==> config.mk <==
export PLATFORM = sky130hd
export DESIGN_NAME = workspace_stack_allocator_core
export DESIGN_NICKNAME = d
export VERILOG_FILES = /design/src/rtl/core/wsa_pkg.sv /design/src/rtl/core/workspace_stack_allocator_core.sv
export SDC_FILE = /design/constraint.sdc
export NUM_CORES = 1
export LEC_CHECK = 0
export ABC_AREA = 1
export BUFFER_PORTS_ARGS = -buffer_cell sky130_fd_sc_hd__buf_4
export CAP_MARGIN = 20
export CELL_PAD_IN_SITES_DETAIL_PLACEMENT = 2
export CELL_PAD_IN_SITES_GLOBAL_PLACEMENT = 2
export CORE_AREA = 8 8 299 301
export CTS_CLUSTER_SIZE = 10
export DETAILED_ROUTE_END_ITERATION = 6
export DIE_AREA = 0 0 307 309
export PLACE_DENSITY = 0.82
export SETUP_SLACK_MARGIN = 0.02
export SYNTH_ARGS = -nofsm -noshare
export SYNTH_HDL_FRONTEND = slang
export SYNTH_SLANG_ARGS = --single-unit
==> constraint.sdc <==
create_clock -name clk -period 9.4 [get_ports clk]
set_clock_uncertainty 0.05 [all_clocks]
set_input_delay 0 -clock clk [delete_from_list [all_inputs] [get_ports clk]]
set_output_delay 0 -clock clk [all_outputs]
set_load 0.05 [all_outputs]
==> src/rtl/core/wsa_pkg.sv <==
`timescale 1ns / 1ps
// ----------------------------------------------------------------------------
// wsa_pkg
// Shared codes and types for the workspace stack allocator.
// ----------------------------------------------------------------------------
package wsa_pkg;

    // Field widths
    localparam int ADDR_W   = 32;
    localparam int WORD_W   = 5;
    localparam int FUNC_W   = 2;
    localparam int STATUS_W = 3;
    localparam int COUNT_W  = 4;
    localparam int CFG_IDX_W = 2;

    // Operation codes
    localparam logic [FUNC_W-1:0] FUNC_ALLOC   = 2'd0;
    localparam logic [FUNC_W-1:0] FUNC_FREE    = 2'd1;
    localparam logic [FUNC_W-1:0] FUNC_SESSION = 2'd2;

    // Result status codes
    localparam logic [STATUS_W-1:0] STAT_OK        = 3'd0;
    localparam logic [STATUS_W-1:0] STAT_ZERO      = 3'd1;
    localparam logic [STATUS_W-1:0] STAT_SPACE     = 3'd2;
    localparam logic [STATUS_W-1:0] STAT_MANY      = 3'd3;
    localparam logic [STATUS_W-1:0] STAT_DOUBLE    = 3'd4;
    localparam logic [STATUS_W-1:0] STAT_UNALIGNED = 3'd5;

    // Configuration register indexes
    localparam logic [CFG_IDX_W-1:0] CFG_WS_START = 2'd0;
    localparam logic [CFG_IDX_W-1:0] CFG_WS_END   = 2'd1;
    localparam logic [CFG_IDX_W-1:0] CFG_WORD     = 2'd2;

    localparam logic [WORD_W-1:0]  WORD_RESET = 5'd4;
    localparam logic [COUNT_W-1:0] COUNT_MAX  = 4'hF;

    // Sequencer states
    typedef enum logic [9:0] {
        S_IDLE    = 10'b00_0000_0001,
        S_DIVIDE  = 10'b00_0000_0010,
        S_ROUND   = 10'b00_0000_0100,
        S_ALLOC   = 10'b00_0000_1000,
        S_SESSION = 10'b00_0001_0000,
        S_SEARCH  = 10'b00_0010_0000,
        S_MATCH   = 10'b00_0100_0000,
        S_POP     = 10'b00_1000_0000,
        S_TAIL    = 10'b01_0000_0000,
        S_DONE    = 10'b10_0000_0000
    } state_t;

endpackage

==> src/rtl/core/workspace_stack_allocator_core.sv <==
`timescale 1ns / 1ps
// ----------------------------------------------------------------------------
// workspace_stack_allocator_core
// Bump-pointer workspace allocator with a stack of block end addresses.
// ----------------------------------------------------------------------------
// One word in, one word out. The block takes one request at a time and drops
// s_axis_tready while it works. Allocate and session start run a bit-serial
// remainder unit over the 32-bit operand. A zero-size allocate, a double free
// and an unused operation code answer without further work. Any other free
// searches the table from the top down (up to MAX_BLOCKS-1 entries), then pops
// cleared entries and reloads the pointer from the table. The end address
// table is a small memory with one registered read port. A finished result
// waits in the output register while the next request is accepted.
// ----------------------------------------------------------------------------
module workspace_stack_allocator_core #(
    parameter int MAX_BLOCKS = 10
) (
    input  logic        clk,
    input  logic        rst_n,
    // Configuration write port
    input  logic        cfg_we,
    input  logic [1:0]  cfg_index,
    input  logic [31:0] cfg_data,
    // Request stream
    input  logic        s_axis_tvalid,
    output logic        s_axis_tready,
    input  logic [63:0] s_axis_tdata,   // [31:0] request_bytes, [63:32] free_address
    input  logic [1:0]  s_axis_tuser,   // [1:0] func
    // Result stream
    output logic        m_axis_tvalid,
    input  logic        m_axis_tready,
    output logic [39:0] m_axis_tdata    // [31:0] block_address, [34:32] status, rest 0
);

    localparam int TOP_W = $clog2(MAX_BLOCKS);
    localparam logic [TOP_W-1:0] TOP_LIMIT = TOP_W'(MAX_BLOCKS - 1);
    localparam logic [TOP_W-1:0] TOP_ONE   = TOP_W'(1);
    localparam int BIT_CNT_W = $clog2(wsa_pkg::ADDR_W);

    // Configuration registers
    logic [wsa_pkg::ADDR_W-1:0] ws_start_reg;
    logic [wsa_pkg::ADDR_W-1:0] ws_end_reg;
    logic [wsa_pkg::WORD_W-1:0] word_reg;

    // Allocator state
    wsa_pkg::state_t            state_reg,  state_next;
    logic [wsa_pkg::ADDR_W-1:0] next_free_reg, next_free_next;
    logic [TOP_W-1:0]           top_reg,    top_next;
    logic [wsa_pkg::COUNT_W-1:0] active_reg, active_next;
    logic [MAX_BLOCKS-1:0]      valid_reg,  valid_next;

    // Work registers
    logic [wsa_pkg::FUNC_W-1:0] func_reg,   func_next;
    logic [wsa_pkg::ADDR_W-1:0] req_reg,    req_next;
    logic [wsa_pkg::ADDR_W-1:0] ptr_reg,    ptr_next;
    logic [wsa_pkg::ADDR_W-1:0] shift_reg,  shift_next;
    logic [wsa_pkg::WORD_W-1:0] rem_reg,    rem_next;
    logic [BIT_CNT_W-1:0]       bit_reg,    bit_next;
    logic [wsa_pkg::ADDR_W:0]   bytes_reg,  bytes_next;
    logic [TOP_W-1:0]           idx_reg,    idx_next;
    logic [wsa_pkg::ADDR_W-1:0] res_addr_reg, res_addr_next;
    logic [wsa_pkg::STATUS_W-1:0] res_stat_reg, res_stat_next;

    // Output register
    logic                       out_valid_reg, out_valid_next;
    logic [wsa_pkg::ADDR_W-1:0] out_addr_reg,  out_addr_next;
    logic [wsa_pkg::STATUS_W-1:0] out_stat_reg, out_stat_next;

    // End address memory
    logic [wsa_pkg::ADDR_W-1:0] blk_mem [MAX_BLOCKS];
    logic [wsa_pkg::ADDR_W-1:0] rd_data_reg;
    logic [TOP_W-1:0]           rd_addr;
    logic                       mem_we;

    // Shared datapath terms
    logic [wsa_pkg::WORD_W-1:0] w_eff;
    logic [wsa_pkg::WORD_W:0]   trial;
    logic [wsa_pkg::WORD_W+1:0] trial_sub;
    logic [wsa_pkg::ADDR_W+1:0] end_sum;
    logic                       in_fire;
    logic                       out_fire;

    assign w_eff    = (word_reg == '0) ? wsa_pkg::WORD_W'(1) : word_reg;
    assign trial    = {rem_reg, shift_reg[wsa_pkg::ADDR_W-1]};
    assign trial_sub = {1'b0, trial} - {2'b00, w_eff};
    assign end_sum  = {2'b00, next_free_reg} + {1'b0, bytes_reg};

    assign s_axis_tready = (state_reg == wsa_pkg::S_IDLE);
    assign in_fire  = s_axis_tvalid && s_axis_tready;
    assign out_fire = out_valid_reg && m_axis_tready;

    assign m_axis_tvalid = out_valid_reg;
    assign m_axis_tdata  = {5'b0_0000, out_stat_reg, out_addr_reg};

    // Hold configuration
    always_ff @(posedge clk or negedge rst_n)
    begin
        if (!rst_n)
        begin
            ws_start_reg <= '0;
            ws_end_reg   <= '0;
            word_reg     <= wsa_pkg::WORD_RESET;
        end
        else if (cfg_we)
        begin
            case (cfg_index)
                wsa_pkg::CFG_WS_START: ws_start_reg <= cfg_data;
                wsa_pkg::CFG_WS_END:   ws_end_reg   <= cfg_data;
                wsa_pkg::CFG_WORD:     word_reg     <= cfg_data[wsa_pkg::WORD_W-1:0];
                default:               ;
            endcase
        end
    end

    // Pick the table read address
    always_comb
    begin
        case (state_reg)
            wsa_pkg::S_SEARCH: rd_addr = idx_reg - TOP_ONE;
            default:           rd_addr = top_reg - TOP_ONE;
        endcase
    end

    assign mem_we = (state_reg == wsa_pkg::S_ALLOC)
                 && (end_sum <= {2'b00, ws_end_reg})
                 && (top_reg < TOP_LIMIT);

    // Store block ends, read through a registered port
    always_ff @(posedge clk)
    begin
        if (mem_we)
        begin
            blk_mem[top_reg] <= end_sum[wsa_pkg::ADDR_W-1:0];
        end
        rd_data_reg <= blk_mem[rd_addr];
    end

    // Sequencer
    always_comb
    begin
        state_next     = state_reg;
        next_free_next = next_free_reg;
        top_next       = top_reg;
        active_next    = active_reg;
        valid_next     = valid_reg;
        func_next      = func_reg;
        req_next       = req_reg;
        ptr_next       = ptr_reg;
        shift_next     = shift_reg;
        rem_next       = rem_reg;
        bit_next       = bit_reg;
        bytes_next     = bytes_reg;
        idx_next       = idx_reg;
        res_addr_next  = res_addr_reg;
        res_stat_next  = res_stat_reg;
        out_valid_next = out_valid_reg && !m_axis_tready;
        out_addr_next  = out_addr_reg;
        out_stat_next  = out_stat_reg;

        case (state_reg)
            wsa_pkg::S_IDLE:
            begin
                if (in_fire)
                begin
                    func_next     = s_axis_tuser;
                    req_next      = s_axis_tdata[31:0];
                    ptr_next      = s_axis_tdata[63:32];
                    rem_next      = '0;
                    bit_next      = BIT_CNT_W'(wsa_pkg::ADDR_W - 1);
                    res_addr_next = '0;
                    res_stat_next = wsa_pkg::STAT_OK;
                    state_next    = wsa_pkg::S_DONE;
                    case (s_axis_tuser)
                        wsa_pkg::FUNC_ALLOC:
                        begin
                            if (s_axis_tdata[31:0] == '0)
                            begin
                                res_stat_next = wsa_pkg::STAT_ZERO;
                            end
                            else
                            begin
                                shift_next = s_axis_tdata[31:0];
                                state_next = wsa_pkg::S_DIVIDE;
                            end
                        end
                        wsa_pkg::FUNC_FREE:
                        begin
                            if (active_reg == '0)
                            begin
                                next_free_next = ws_start_reg;
                                res_stat_next  = wsa_pkg::STAT_DOUBLE;
                            end
                            else
                            begin
                                active_next = active_reg - wsa_pkg::COUNT_W'(1);
                                if (s_axis_tdata[63:32] == ws_start_reg)
                                begin
                                    valid_next[0] = 1'b0;
                                    state_next    = wsa_pkg::S_POP;
                                end
                                else
                                begin
                                    idx_next   = top_reg;
                                    state_next = wsa_pkg::S_SEARCH;
                                end
                            end
                        end
                        wsa_pkg::FUNC_SESSION:
                        begin
                            shift_next = ws_start_reg;
                            state_next = wsa_pkg::S_DIVIDE;
                        end
                        default: ;
                    endcase
                end
            end

            // One remainder bit per cycle
            wsa_pkg::S_DIVIDE:
            begin
                rem_next   = trial_sub[wsa_pkg::WORD_W+1]
                           ? trial[wsa_pkg::WORD_W-1:0]
                           : trial_sub[wsa_pkg::WORD_W-1:0];
                shift_next = {shift_reg[wsa_pkg::ADDR_W-2:0], 1'b0};
                bit_next   = bit_reg - BIT_CNT_W'(1);
                if (bit_reg == '0)
                begin
                    state_next = (func_reg == wsa_pkg::FUNC_ALLOC)
                               ? wsa_pkg::S_ROUND : wsa_pkg::S_SESSION;
                end
            end

            // Round the request up to whole words
            wsa_pkg::S_ROUND:
            begin
                bytes_next = {1'b0, req_reg}
                           + ((rem_reg == '0) ? '0
                              : (wsa_pkg::ADDR_W + 1)'(w_eff - rem_reg));
                state_next = wsa_pkg::S_ALLOC;
            end

            wsa_pkg::S_ALLOC:
            begin
                state_next = wsa_pkg::S_DONE;
                if (end_sum > {2'b00, ws_end_reg})
                begin
                    res_stat_next = wsa_pkg::STAT_SPACE;
                end
                else if (top_reg >= TOP_LIMIT)
                begin
                    res_stat_next = wsa_pkg::STAT_MANY;
                end
                else
                begin
                    res_addr_next       = next_free_reg;
                    next_free_next      = end_sum[wsa_pkg::ADDR_W-1:0];
                    valid_next[top_reg] = 1'b1;
                    top_next            = top_reg + TOP_ONE;
                    if (active_reg != wsa_pkg::COUNT_MAX)
                    begin
                        active_next = active_reg + wsa_pkg::COUNT_W'(1);
                    end
                end
            end

            wsa_pkg::S_SESSION:
            begin
                state_next = wsa_pkg::S_DONE;
                if (rem_reg != '0)
                begin
                    res_stat_next = wsa_pkg::STAT_UNALIGNED;
                end
                else
                begin
                    next_free_next = ws_start_reg;
                    active_next    = '0;
                    top_next       = '0;
                    valid_next     = '0;
                end
            end

            // Walk the table from the top, one entry read per visit
            wsa_pkg::S_SEARCH:
            begin
                state_next = (idx_reg == '0) ? wsa_pkg::S_POP : wsa_pkg::S_MATCH;
            end

            wsa_pkg::S_MATCH:
            begin
                if (valid_reg[idx_reg - TOP_ONE] && (rd_data_reg == ptr_reg))
                begin
                    valid_next[idx_reg] = 1'b0;
                    state_next          = wsa_pkg::S_POP;
                end
                else
                begin
                    idx_next   = idx_reg - TOP_ONE;
                    state_next = wsa_pkg::S_SEARCH;
                end
            end

            // Drop cleared entries off the top
            wsa_pkg::S_POP:
            begin
                if (top_reg == '0)
                begin
                    next_free_next = ws_start_reg;
                    state_next     = wsa_pkg::S_DONE;
                end
                else if (!valid_reg[top_reg - TOP_ONE])
                begin
                    top_next = top_reg - TOP_ONE;
                end
                else
                begin
                    state_next = wsa_pkg::S_TAIL;
                end
            end

            wsa_pkg::S_TAIL:
            begin
                next_free_next = rd_data_reg;
                state_next     = wsa_pkg::S_DONE;
            end

            // Hand the result to the output register once it is free
            wsa_pkg::S_DONE:
            begin
                if (!out_valid_reg || m_axis_tready)
                begin
                    out_valid_next = 1'b1;
                    out_addr_next  = res_addr_reg;
                    out_stat_next  = res_stat_reg;
                    state_next     = wsa_pkg::S_IDLE;
                end
            end

            default:
            begin
                state_next = wsa_pkg::S_IDLE;
            end
        endcase
    end

    // Control registers
    always_ff @(posedge clk or negedge rst_n)
    begin
        if (!rst_n)
        begin
            state_reg     <= wsa_pkg::S_IDLE;
            next_free_reg <= '0;
            top_reg       <= '0;
            active_reg    <= '0;
            valid_reg     <= '0;
            out_valid_reg <= 1'b0;
        end
        else
        begin
            state_reg     <= state_next;
            next_free_reg <= next_free_next;
            top_reg       <= top_next;
            active_reg    <= active_next;
            valid_reg     <= valid_next;
            out_valid_reg <= out_valid_next;
        end
    end

    // Payload registers
    always_ff @(posedge clk)
    begin
        func_reg     <= func_next;
        req_reg      <= req_next;
        ptr_reg      <= ptr_next;
        shift_reg    <= shift_next;
        rem_reg      <= rem_next;
        bit_reg      <= bit_next;
        bytes_reg    <= bytes_next;
        idx_reg      <= idx_next;
        res_addr_reg <= res_addr_next;
        res_stat_reg <= res_stat_next;
        out_addr_reg <= out_addr_next;
        out_stat_reg <= out_stat_next;
    end

    // Checks
    top_bound_a: assert property (@(posedge clk) disable iff (!rst_n)
        top_reg <= TOP_LIMIT)
        else $error("table top beyond last usable entry");

    valid_above_top_a: assert property (@(posedge clk) disable iff (!rst_n)
        (valid_reg >> top_reg) == '0)
        else $error("live entry above table top");

    busy_after_accept_a: assert property (@(posedge clk) disable iff (!rst_n)
        in_fire |=> !s_axis_tready)
        else $error("request accepted while previous one in flight");

    result_from_done_a: assert property (@(posedge clk) disable iff (!rst_n)
        $rose(out_valid_reg) |-> $past(state_reg == wsa_pkg::S_DONE))
        else $error("result raised outside done state");

    out_fire_clears_a: assert property (@(posedge clk) disable iff (!rst_n)
        (out_fire && state_reg != wsa_pkg::S_DONE) |=> !out_valid_reg)
        else $error("result word repeated");

endmodule
==> results.yml <==
detailed_routing:
  wl_met1_um: 57500
  drc: 0
  wl_met3_um: 8020
  vias_per_cell: 5.71
  first_pass_iters: 5
  wire_per_inst_um: 29.2
  drt_iter0_drc: 2319
  highest_layer: "met5"
  ant_nets: 0
  route.met2.wl_um: 69100
  vias: 28000
  wl_um: 143000
floorplan:
  ios: 147
  initial_utilization: 0.405
  row_count: 107
  die_area_sq_um: 94900
  fp.dieW_um: 307
  fp.coreArea_sq_um: 84600
  die_h_um: 309
sta:
  min_period_ns: 6.42
  fmax_mhz: 156
  period_share: 0.683
  worst_slew_pin_slew_ns: 1.10
  hold_slack_ns: -0.0155
  slew_headroom: 0.266
  final.setup.tns_ns: 0
  rsz0062_at_grt: "no"
  setup_viol: 0
  slew_violations: 0
  finalHoldViolCount: 3
grt:
  grt_usage: 0.296
  grt_max_degree: 209
  grt_pass1_wl_um: 209000
  antenna_found_initial: 16
  grt_pass1_vias: 31100
  grt.overflow.total: 0
clock_network:
  cts_buffers: 83
  cts_setup_buffers: 0
  ctsResizeCount: 0
  clk_pin_slew_ns: 0.07
  cts.sinks: 697
  clk_latency_ns: 0.66
  cts_tree: "built"
  clk_path_buf_depth: 3
  h-tree-depth: 3
  cts_root_buffer: "clkbuf_16"
power:
  power.total_w: 0.0146
  p_per_area_nw_per_um2: 361
  irDropWorstVdd_mv: 0.218
  p_leak_nw: 16.4
finish:
  fillCellCount: 8868
  multi_input_area_sq_um: 12000
  drive_above_1_share: 0.110
  final_cell_count_no_fill: 4901
  ff_latch_area_sq_um: 20000
  largest_reg_flops: 320
  nNetsFinal: 3912
  area_growth_pct: 17.9
logic_synthesis:
  ys.warnings.count: 0
  yosysSeqAreaShare: 0.582
  async_flop_share: 0.187
  syn_inst: 3419
  synth_cell_type_count: 63
  synth_area_per_cell_sq_um: 10.0
  synth_area_leaders: "edfxtp_1 47%, dfrtp_1 9.3%, nand2_1 7.7%, inv_1 5.5%, ha_1 4.3%"
  syn-cell-area_sq_um: 34300
  netlist.area_leader.share: 0.468
  yosysTopAreaCell: "edfxtp_1"
  ys_ff_latch: 697
  synthFlopType: "edfxtp_1"
  synth_edf_count: 535
placement:
  gp_congestion: 0.907
  place_inst: 4631
  dp_hpwl_um: 95500
  portBuffers: 141
job:
  cap_violations: 0
setup_path:
  critPathCaptureType: "flip-flop"
  start_kind: "flip-flop"
  worst-path-buf-inv: 1
  cpMaxStageDelayCell: "xor2_1"
  cp_max_fo: 32
  worstPathArrival_ns: 6.65
  required_ns: 9.63
  cp_common_cell: "nand2_1"
  crit_type: "reg2reg"
  crit_family: "simple AND/OR/NAND/NOR gates"
  max_stage_delay_ns: 0.76
run_status:
  status: "complete, but fails checks"
  violations: "hold timing"
min_path:
  hp-class: "in2reg"
[final timing paths]
path / startpoint / endpoint / slack (ns) / depth (start not counted)
worst max-delay path: next_free_reg[2] / blk_mem[1][10] / 2.98 / 25
worst min-delay path: cfg_index[1] / ws_start_reg[4] / -0.02 / 4
worst max register to register: next_free_reg[2] / blk_mem[1][10] / 2.98 / 25
worst min register to register: res_addr_reg[10] / out_addr_reg[10] / 0.37 / 0
max in group asynchronous: rst_n / word_reg[2] / 8.16 / 5
min in group asynchronous: rst_n / state_reg[0] / 0.46 / 3
[cell families (layout without fill, tap and decap cells)]
group                    Yosys count  count (layout)  synth area share
other                              1              10          0.000109
AO/OA/AOI/OAI                    667             667             0.123
buffers and inverters            636             965            0.0733
XOR/XNOR                         113             113            0.0291
flip-flops                       697             697             0.582
AND/OR/NAND/NOR                 1183            1183             0.147
adder cells (fa/ha/maj)          122             122            0.0456
[worst min-delay path, stage by stage]
cell     delay (ns)
buf_4          0.09
inv_1          0.07
nand3_2        0.32
o21ai_0        0.14
[per-stage QoR]
step	util	setup slack, ns	area (sq um)
2_1_floorplan	-	2.44	34300
3_3_place_gp	0.434	3.64	36700
3_5_place_dp	0.434	3.15	36800
4_1_cts	0.476	3.09	40300
5_1_grt	0.478	2.61	40400
6_report	0.478	2.98	40400
[layout by cell type, fill, tap and decap left out, drive strengths merged, types with 16 or more instances in the layout]
cell type | Yosys | routed
or2 | 18 | 18
ha | 117 | 117
xor2 | 58 | 58
nand4 | 24 | 24
a31o | 16 | 16
a21oi | 158 | 158
dfrtp | 128 | 128
nor4 | 30 | 30
o221ai | 17 | 17
o211ai | 150 | 150
buf | 58 | 189
nand2 | 708 | 708
nor2 | 194 | 194
o21ai | 242 | 242
dfxtp | 32 | 32
nor3 | 40 | 40
dlygate4sd3 | 0 | 105
clkbuf | 59 | 139
nand3 | 153 | 153
xnor2 | 55 | 55
edfxtp | 535 | 535
inv | 516 | 519
[synth_stat cells (5+ instances only)]
master       n
a221oi_1     8
a21boi_0     5
o21bai_1     5
buf_6        6
buf_4       11
o21a_1       7
nor4_1      26
clkbuf_1    59
dfxtp_1     32
a31o_1       8
o221ai_1    17
a31o_2       8
nand2_1    704
a311oi_1     5
nor2_1     187
o211ai_1   150
edfxtp_1   535
a31oi_1     12
inv_1      505
o21ai_2     33
a21oi_1    156
a211oi_1     9
o21ai_0    196
o31ai_1     10
buf_1        8
o21ai_1     13
nand3_1    148
inv_2       11
nor3_1      38
o2111ai_1    6
fa_1         5
nand4_1     24
buf_2       33
a21o_1       8
xnor2_1     55
or2_2       18
ha_1       117
nand3b_1     6
xor2_1      57
o22ai_1      5
dfrtp_1    128
[final cells by class]
class                           count  area share
Timing Repair Buffer              294      0.0635
Antenna cell                        5    0.000309
Tap cell                         1144      0.0354
Multi-Input combinational cell   2090       0.297
Inverter                          519      0.0482
Clock inverter                     13     0.00350
Sequential cell                   697       0.494
Clock buffer                      139      0.0581
[repair_timing]
item | CTS | global route
hold endpoints to repair | 231 | 3
setup endpoints to repair | 0 | 0
hold buffers | 105 | 1
[layer usage]
layer | global-route usage | vias to the layer above
li1 | - | 12200
met1 | 0.358 | 14500
met2 | 0.508 | 929
met3 | 0.0544 | 381
met4 | 0.150 | 8
met5 | 0 | -
[where the power goes]
part	internal (W)	switching (W)
Sequential	0.00442	0.000458
Combinational	0.00183	0.00477
Clock	0.00171	0.00139
Total	0.00796	0.00662
Power figures use the tool's default switching activity.
